**config.mk**
```make
export PLATFORM = sky130hd
export DESIGN_NAME = http_chunked_body_deframer_unit
export DESIGN_NICKNAME = d
export VERILOG_FILES = /design/src/rtl/hcbd_pkg.sv /design/src/rtl/http_chunked_body_deframer_unit.sv
export SDC_FILE = /design/constraint.sdc
export NUM_CORES = 1
export LEC_CHECK = 0
export BUFFER_PORTS_ARGS = -buffer_cell sky130_fd_sc_hd__buf_2
export CAP_MARGIN = 20
export CORE_ASPECT_RATIO = 0.75
export CORE_MARGIN = 2
export CORE_UTILIZATION = 55
export CTS_CLUSTER_DIAMETER = 150
export CTS_CLUSTER_SIZE = 14
export DETAILED_ROUTE_END_ITERATION = 16
export MAX_ROUTING_LAYER = met4
export PLACE_DENSITY = 0.73
export SLEW_MARGIN = 20
export SYNTH_ARGS = -nofsm -noshare
export SYNTH_HDL_FRONTEND = slang
export SYNTH_SLANG_ARGS = --single-unit
export TNS_END_PERCENT = 100
```
**constraint.sdc**
```tcl
create_clock -name aclk -period 4 [get_ports aclk]
set_clock_uncertainty 0.15 [all_clocks]
set_input_delay 0 -clock aclk [delete_from_list [all_inputs] [get_ports aclk]]
set_output_delay 0 -clock aclk [all_outputs]
set_load 0.02 [all_outputs]
```
**src/rtl/hcbd_pkg.sv**
```systemverilog
// ----------------------------------------------------------------------------
// HTTP chunked body deframer package
// Shared constants, status codes and the hex digit decoder.
// ----------------------------------------------------------------------------
package hcbd_pkg;

    localparam int DEFAULT_MAX_HEX_DIGITS = 8;
    localparam int SIZE_W                 = 32;

    localparam logic [7:0] CHAR_CR      = 8'h0D;
    localparam logic [7:0] CHAR_LF      = 8'h0A;
    localparam logic [7:0] CHAR_X_LOWER = 8'h78;
    localparam logic [7:0] CHAR_X_UPPER = 8'h58;

    typedef enum logic [1:0] {
        STATUS_FRAME   = 2'd0,
        STATUS_PAYLOAD = 2'd1,
        STATUS_LAST    = 2'd2,
        STATUS_ERROR   = 2'd3
    } byte_status_t;

    typedef struct packed {
        logic       is_hex;
        logic [3:0] value;
    } hex_digit_t;

    function automatic hex_digit_t hex_decode(input logic [7:0] c);
        hex_digit_t r;
        r.is_hex = 1'b0;
        r.value  = 4'd0;
        if (c >= 8'h30 && c <= 8'h39) begin
            r.is_hex = 1'b1;
            r.value  = c[3:0];
        end else if ((c >= 8'h61 && c <= 8'h66) || (c >= 8'h41 && c <= 8'h46)) begin
            // Both letter ranges keep the digit offset in the low three bits.
            r.is_hex = 1'b1;
            r.value  = 4'(c[2:0] + 3'd1) + 4'd8;
        end
        return r;
    endfunction

endpackage

```
**src/rtl/http_chunked_body_deframer_unit.sv**
```systemverilog
// ----------------------------------------------------------------------------
// HTTP chunked body deframer
// Labels each byte of a chunked HTTP/1.1 body as framing, payload, end of
// body or error, and passes the byte through.
// ----------------------------------------------------------------------------
//  Channel   Direction  Ports                                   Meaning
//  input     in         s_valid s_ready s_data_in               one body byte
//  result    out        m_valid m_ready m_data_out m_byte_status byte and label
//
//  One byte is accepted every cycle while s_ready is high; an accepted byte
//  passes through the input register, then the result register, and is
//  presented on the result channel from the result register.
//  The parser state, digit count and chunk counter update as a byte moves
//  from the input register to the result register.
//  Reset (aresetn low, synchronous) empties both registers and returns the
//  parser to expecting the first size digit. A stalled result channel holds
//  the result and, once the input register is also full, drops s_ready.
// ----------------------------------------------------------------------------
module http_chunked_body_deframer_unit #(
    parameter int MAX_HEX_DIGITS = hcbd_pkg::DEFAULT_MAX_HEX_DIGITS
) (
    input  logic       aclk,
    input  logic       aresetn,
    input  logic       s_valid,
    output logic       s_ready,
    input  logic [7:0] s_data_in,
    output logic       m_valid,
    input  logic       m_ready,
    output logic [7:0] m_data_out,
    output logic [1:0] m_byte_status
);
    import hcbd_pkg::*;

    localparam int CNT_W = $clog2(MAX_HEX_DIGITS + 1);

    typedef enum logic [3:0] {
        ST_START,
        ST_HEX,
        ST_HEX_LF,
        ST_DATA,
        ST_DATA_CR,
        ST_DATA_LF,
        ST_END_CR,
        ST_END_LF,
        ST_ERROR
    } parse_state_t;

    parse_state_t        state_reg, state_next;
    logic [CNT_W-1:0]    digit_count_reg, digit_count_next;
    logic [SIZE_W-1:0]   chunk_reg, chunk_next;
    logic                in_valid_reg;
    logic [7:0]          in_data_reg;
    logic                out_valid_reg;
    logic [7:0]          out_data_reg;
    byte_status_t        out_status_reg, status_next;

    logic                advance;
    logic                bad;
    logic                digit_ok;
    hex_digit_t          hex;
    logic [SIZE_W-1:0]   chunk_dec;

    assign advance = in_valid_reg && (!out_valid_reg || m_ready);
    assign s_ready = !in_valid_reg || advance;

    assign m_valid       = out_valid_reg;
    assign m_data_out    = out_data_reg;
    assign m_byte_status = out_status_reg;

    assign hex       = hex_decode(in_data_reg);
    assign digit_ok  = (digit_count_reg < CNT_W'(MAX_HEX_DIGITS))
                       && (chunk_reg[SIZE_W-1 -: 4] == 4'd0);
    assign chunk_dec = chunk_reg - SIZE_W'(1);

    always_comb begin
        state_next       = state_reg;
        digit_count_next = digit_count_reg;
        chunk_next       = chunk_reg;
        status_next      = STATUS_FRAME;
        bad              = 1'b0;
        unique case (state_reg)
            ST_START: begin
                // The count and size restart at zero, so a first digit always fits.
                if (hex.is_hex) begin
                    digit_count_next = CNT_W'(1);
                    chunk_next       = SIZE_W'(hex.value);
                    state_next       = ST_HEX;
                end else begin
                    bad = 1'b1;
                end
            end
            ST_HEX: begin
                if (hex.is_hex) begin
                    if (digit_ok) begin
                        digit_count_next = digit_count_reg + CNT_W'(1);
                        chunk_next       = {chunk_reg[SIZE_W-5:0], hex.value};
                    end else begin
                        bad = 1'b1;
                    end
                end else if (in_data_reg == CHAR_X_LOWER || in_data_reg == CHAR_X_UPPER) begin
                    state_next = ST_HEX;
                end else if (in_data_reg == CHAR_CR) begin
                    state_next = ST_HEX_LF;
                end else begin
                    bad = 1'b1;
                end
            end
            ST_HEX_LF: begin
                if (in_data_reg == CHAR_LF) begin
                    digit_count_next = '0;
                    state_next = (chunk_reg == '0) ? ST_END_CR : ST_DATA;
                end else begin
                    bad = 1'b1;
                end
            end
            ST_DATA: begin
                status_next = STATUS_PAYLOAD;
                if (chunk_reg != '0) begin
                    chunk_next = chunk_dec;
                end
                if (chunk_reg == '0 || chunk_dec == '0) begin
                    state_next = ST_DATA_CR;
                end
            end
            ST_DATA_CR: begin
                if (in_data_reg == CHAR_CR) state_next = ST_DATA_LF;
                else                        bad = 1'b1;
            end
            ST_DATA_LF: begin
                if (in_data_reg == CHAR_LF) state_next = ST_START;
                else                        bad = 1'b1;
            end
            ST_END_CR: begin
                if (in_data_reg == CHAR_CR) state_next = ST_END_LF;
                else                        bad = 1'b1;
            end
            ST_END_LF: begin
                if (in_data_reg == CHAR_LF) begin
                    status_next = STATUS_LAST;
                    state_next  = ST_START;
                end else begin
                    bad = 1'b1;
                end
            end
            default: begin
                bad = 1'b1;
            end
        endcase
        if (bad) begin
            state_next  = ST_ERROR;
            status_next = STATUS_ERROR;
        end
    end

    always_ff @(posedge aclk) begin
        if (!aresetn) begin
            state_reg       <= ST_START;
            digit_count_reg <= '0;
            chunk_reg       <= '0;
            in_valid_reg    <= 1'b0;
            out_valid_reg   <= 1'b0;
        end else begin
            if (s_valid && s_ready) begin
                in_data_reg <= s_data_in;
            end
            if (s_ready) begin
                in_valid_reg <= s_valid;
            end
            if (advance) begin
                state_reg       <= state_next;
                digit_count_reg <= digit_count_next;
                chunk_reg       <= chunk_next;
                out_data_reg    <= in_data_reg;
                out_status_reg  <= status_next;
                out_valid_reg   <= 1'b1;
            end else if (m_ready) begin
                out_valid_reg <= 1'b0;
            end
        end
    end

    // The end-of-body label only ever marks the LF of the final line.
    assert property (@(posedge aclk) disable iff (!aresetn)
        (m_valid && m_byte_status == STATUS_LAST) |-> (m_data_out == CHAR_LF))
        else $error("end-of-body status on a byte other than LF");

    // Once the parser has failed, only reset takes it out of the error state.
    assert property (@(posedge aclk) disable iff (!aresetn)
        (state_reg == ST_ERROR) |=> (state_reg == ST_ERROR))
        else $error("parser left the error state without reset");

    // The size line never holds more digits than allowed.
    assert property (@(posedge aclk) disable iff (!aresetn)
        digit_count_reg <= CNT_W'(MAX_HEX_DIGITS))
        else $error("hex digit count above its limit");

    // A payload label is produced only while a chunk still has bytes left.
    assert property (@(posedge aclk) disable iff (!aresetn)
        (advance && state_reg == ST_DATA) |-> (chunk_reg != '0))
        else $error("payload byte with an empty chunk counter");

endmodule

```
After elaboration in Yosys (flattened, before gate mapping)
Cells that the tools add are included.
Operators by class
  $add $sub $neg: 4
  multipliers: 0
  div/mod/pow operators: 0
  $lt $le $gt $ge: 7
  equality and inequality tests: 24
  shifts and indexed selects: 0
  multiplexer cells: 33
  bitwise operators: 0
  reduce and logical (&&, ||, !) cells: 30
Operators by type and width (count)
  two-way mux 32 bit: 4
  one-hot mux 32 bit (3 select lines): 1
  zero test 32 bit: 2
  two-way mux 4 bit: 12
  nonzero test 32 bit: 1
  subtractor 32 x 1 -> 32 bit, second input constant: 1
  one-hot mux 4 bit (7 select lines): 1
  inequality test 3 bit, second input constant: 6
  equality test 4 x 3 -> 1 bit, second input constant: 4
  equality test 8 x 4 -> 1 bit, second input constant: 2
  equality test 8 x 7 -> 1 bit, second input constant: 2
  greater-or-equal comparator 8 x 7 -> 1 bit, second input constant: 2
  less-or-equal comparator 8 x 7 -> 1 bit, second input constant: 2
  one-hot mux 4 bit (3 select lines): 1
  AND reduction 6 bit: 2
  two-way mux 5 bit: 2
  inequality test 2 bit, second input constant: 5
  AND reduction 10 bit: 1
  equality test 4 x 2 -> 1 bit, second input constant: 2
  greater-or-equal comparator 8 x 6 -> 1 bit, second input constant: 1
  less-or-equal comparator 8 x 6 -> 1 bit, second input constant: 1
  zero test 4 bit: 2
  two-way mux 1 bit: 8
  nonzero test 8 bit: 1
  other kinds (19): 32
Word-level totals
  register bits after elaboration: 60
  bits in latches: 0
  RAM bits: 0
  ROM bits: 0
  bits of input ports: 12
  output and inout port bits: 12
  logic and storage cells: 106
  memories: 0

Logic depth before layout (Yosys ltp)
  depth in word-level cells: 9
  gate-level depth with buffers: 12
  mapped depth without buffers: 10

Worst setup path after synthesis
Ideal clock, no wire load.
  path kind: reg2reg
  from: register chunk_reg[0]
  to: register state_reg[2]
  setup time: 0.122 ns
  arrival time: 3.094 ns
  data required time: 3.728 ns
  slack: 0.634 ns
  cell stages (with the launch flop): 13
  path buffers: 2
  period minus slack after synthesis: 3.366 ns
  cell sequence: dfxtp_1 > inv_1 > ha_1 > or3b_1 > buf_6 > or4_4 > buf_6 > or2_2 > xnor2_1 > nor4_1 > a31oi_4 > a41oi_1 > o21ai_2
Between the ends
  word-level cells in the longest chain between the ends: 5
  elaborated cells on any way between the ends: 10
  classes of those cells: 1 x add/sub; 1 x eq/ne; 4 x mux; 4 x reduce/logical
RTL lines
  from (decl): RTL line http_chunked_body_deframer_unit.sv:50  | logic [SIZE_W-1:0] chunk_reg, chunk_next;
  from (signal assigned): RTL line http_chunked_body_deframer_unit.sv:172  | chunk_reg <= chunk_next;
  subtractor 32 x 1 -> 32 bit or zero test 32 bit (tied branches): RTL line http_chunked_body_deframer_unit.sv:73, http_chunked_body_deframer_unit.sv:111, http_chunked_body_deframer_unit.sv:121
  zero test 32 bit or two-way mux 3 bit (tied branches): RTL line http_chunked_body_deframer_unit.sv:121, http_chunked_body_deframer_unit.sv:111
  logical OR 1 bit or two-way mux 4 bit (tied branches): RTL line http_chunked_body_deframer_unit.sv:121, http_chunked_body_deframer_unit.sv:109
  inequality test 3 bit (no source line) or one-hot mux 4 bit (7 select lines) (tied branches)
  AND reduction 10 bit (no source line) or two-way mux 4 bit (tied branches)
  to (signal assigned): RTL line http_chunked_body_deframer_unit.sv:170  | state_reg <= state_next;
  to (decl): RTL line http_chunked_body_deframer_unit.sv:48  | parse_state_t state_reg, state_next;
Parallel ways exist; a longest one is shown, timed or not. The select of a mux whose other input is x is not followed.
A chain may end at the register's enable or synchronous reset.

Final worst setup path
Same ends and word-level chain as after synthesis.

==> reports/qor.csv <==
metric,value,unit
power density over the cells,316,nW/µm²
"flops & latches, synth",60,
nature of the critical path endpoint,register,
status,"complete, no violations",
worst hold endpoint,chunk_reg[5],
"Cell Area, Synth",3950,µm²
"antenna viol nets, final",0,
clock root buffer,clkbuf_8,
Worst setup SP type,register,
post-route insts no fill,588,
hold buffer count at cts,11,
postcts setup bufs,0,
reg-to-reg startpoint,chunk_reg[0],
Post-CTS Resized,0,
Die Width,102,µm
cell taking the most area after synthesis,dfxtp_1,
Slew Limit Headroom,50.3,%
initial antenna violation count,0,
Commonest cells post-synth,"o21ai_0 (45), dfxtp_1 (42), nor2_1 (41), nand2_1 (33), clkbuf_1 (24)",
die area,7880,µm²
Clock transition at path regs,70,ps
PnR worst setup slack,385,ps
Fmax,277,MHz
most numerous cell in the Yosys netlist,o21ai_0,
DRT iter0 DRCs,427,
setup TNS,0,ps
count of cell types in the netlist,75,
drt via density,6.42,
Largest register FFs,32,
syn_nets,488,
standard-cell rows,26,
n_diodes,0,
Pre-Repair DR Iteration Count,5,
P_leak,1.52,nW
Most used DFF post-synth,dfxtp_1,
class of the worst hold path,in2reg,
Die Height,77.4,µm
Ys Warns,0,
PortBufs,23,
dpl cells,561,
HPWL after DPL,6970,µm
Post-synth EDFFs,18,
CTS tree,done,
Final Cycle Share,90.4,%
start point of the worst min-delay path,aresetn,
Via Count,3773,
worst vdd ir,0.178,mV
hold-critical path depth,2,
total grt overflow,0,
Tot GR Track Use,28.2,%
CP arrival,3700,ps
share of the synthesized area in the top cell type,21.3,%
total of max-cap violations,0,
synthesis-to-layout area growth,10.5,%
Worst Max-Slew Pin Slew,746,ps
Critical Path RT,4080,ps
total power,1.38,mW
R2R Path End,state_reg[2],
clock sink count,60,
synthesized instance count,469,
"Avg Cell Area, Syn",8.42,µm²
RePlAce Congestion,0.942,
Residual DRC,0,
crit-path max FO,10,
starting density of the core,57.3,%
RSZ-0062 raised after global routing,false,
H-tree depth,3,
critical path type,reg2reg,
synth top area cells,"dfxtp_1 (21%), edfxtp_1 (14%), o21ai_0 (5.7%)",
reg-to-reg setup timing slack,380,ps
dpl ws,382,ps
fin. max-slew vios,0,
R2R depth,10,
vias in the first global route,3404,
CTS Buf Count,9,
worst skew pair latency,350,ps
core footprint,6900,µm²
Post-synth ARST share,0,%
largest net degree at the start of global routing,49,
Fin. Hold Viols,0,
nets,504,
crit path time final,3620,ps
Ports,24,
Bufs on Longest Clock Path,2,
routed len/inst,17.5,µm
sequential-to-total area share from yosys stat,35.0,%
# setup viols final,0,
layout cells sized above 1,13.9,%
first-pass GRT wire length,17100,µm
final wirelength,10300,µm
routing by layer:
| layer | part of all wire, % | vias up | track usage [%] |
|---|---|---|---|
| met3 | 9.3 | 22 | 7.39 |
| met2 | 42 | 199 | 37.6 |
| met1 | 47 | 1755 | 41.3 |
| met4 | 1.9 | 0 | 8.93 |
| met5 | 0 | - | - |
| li1 | - | 1797 | - |
cells in the final DEF (no fill, tap or decap), types with 3 or more instances in the layout:
cell	netlist	final
edfxtp_1	18	18
nand3_1	7	7
o31ai_1	4	4
o32ai_1	3	3
nor4b_1	4	3
a21oi_1	20	20
o21a_1	3	3
a22oi_1	8	8
clkbuf_8	5	9
xor2_1	7	7
nand4_1	9	9
nor2_1	41	41
a221oi_1	7	7
dfxtp_1	42	42
ha_1	7	7
or4_1	4	4
nor3_1	18	17
xnor2_1	5	5
or3_1	8	8
a21boi_0	13	13
o21ai_0	45	45
or4_4	3	3
nand2b_1	7	7
nand2_1	33	33
and2_1	10	10
dlygate4sd3_1	0	11
a32o_1	4	4
buf_4	2	8
buf_2	3	23
nor2b_1	10	10
nor3b_1	9	9
nor4_1	17	17
inv_1	12	12
power breakdown:
group          internal, mW  switching [mW]  leakage [nW]
logic                0.0496          0.0701         0.916
registers             0.636          0.0118         0.504
clock network         0.351           0.260         0.104
total                  1.04           0.342          1.52
worst max-delay path, stage by stage (launching register included):
cell and delay (ps):
dfxtp_1 380, inv_1 110, ha_1 240, or3b_1 530, or4_4 620, or2_2 380
xnor2_1 140, nor4_1 440, a31oi_4 160, a41oi_1 280, o21ai_2 80
kinds of logic after synthesis:
kind of cell             Yosys count  synth area share [%]
AND/OR/NAND/NOR                  202                  28.7
buffers and inverters             49                  6.78
multiplexers                       1                 0.253
AO/OA/AOI/OAI                    138                  24.4
flip-flops                        60                  35.0
XOR/XNOR                          12                  2.66
adder cells (fa/ha/maj)            7                  2.22
metrics by stage:
stage | hold slack (ps) | cell area (µm²) | util (%)
after detailed placement | 28.1 | 4040 | 58.5
after global placement | 27.9 | 4040 | 58.5
final | 101 | 4360 | 63.3
after global routing | 136 | 4360 | 63.3
after floorplan | -51.1 | 3950 | -
after CTS | 86.0 | 4360 | 63.3
how the worst max path moves through the flow:
stage	start	cells past startpoint	endpoint	slack, ps
3_5_place_dp	chunk_reg[0]	10	state_reg[2]	380
6_report	chunk_reg[0]	10	state_reg[2]	380
2_1_floorplan	chunk_reg[0]	12	state_reg[2]	630
5_1_grt	chunk_reg[1]	10	state_reg[2]	220
4_1_cts	chunk_reg[0]	10	state_reg[2]	400
3_3_place_gp	chunk_reg[0]	10	state_reg[2]	530
area by class of cell:
cell class,count,area (µm²)
fillers,617,2530
clock inverters,6,88.8
inverters,12,45.0
clock buffers,10,128
multi-input cells,360,2310
repair buffers,42,285
well taps,98,123
flip-flops and latches,60,1380
Note: power is estimated with default switching activity, not from simulation.
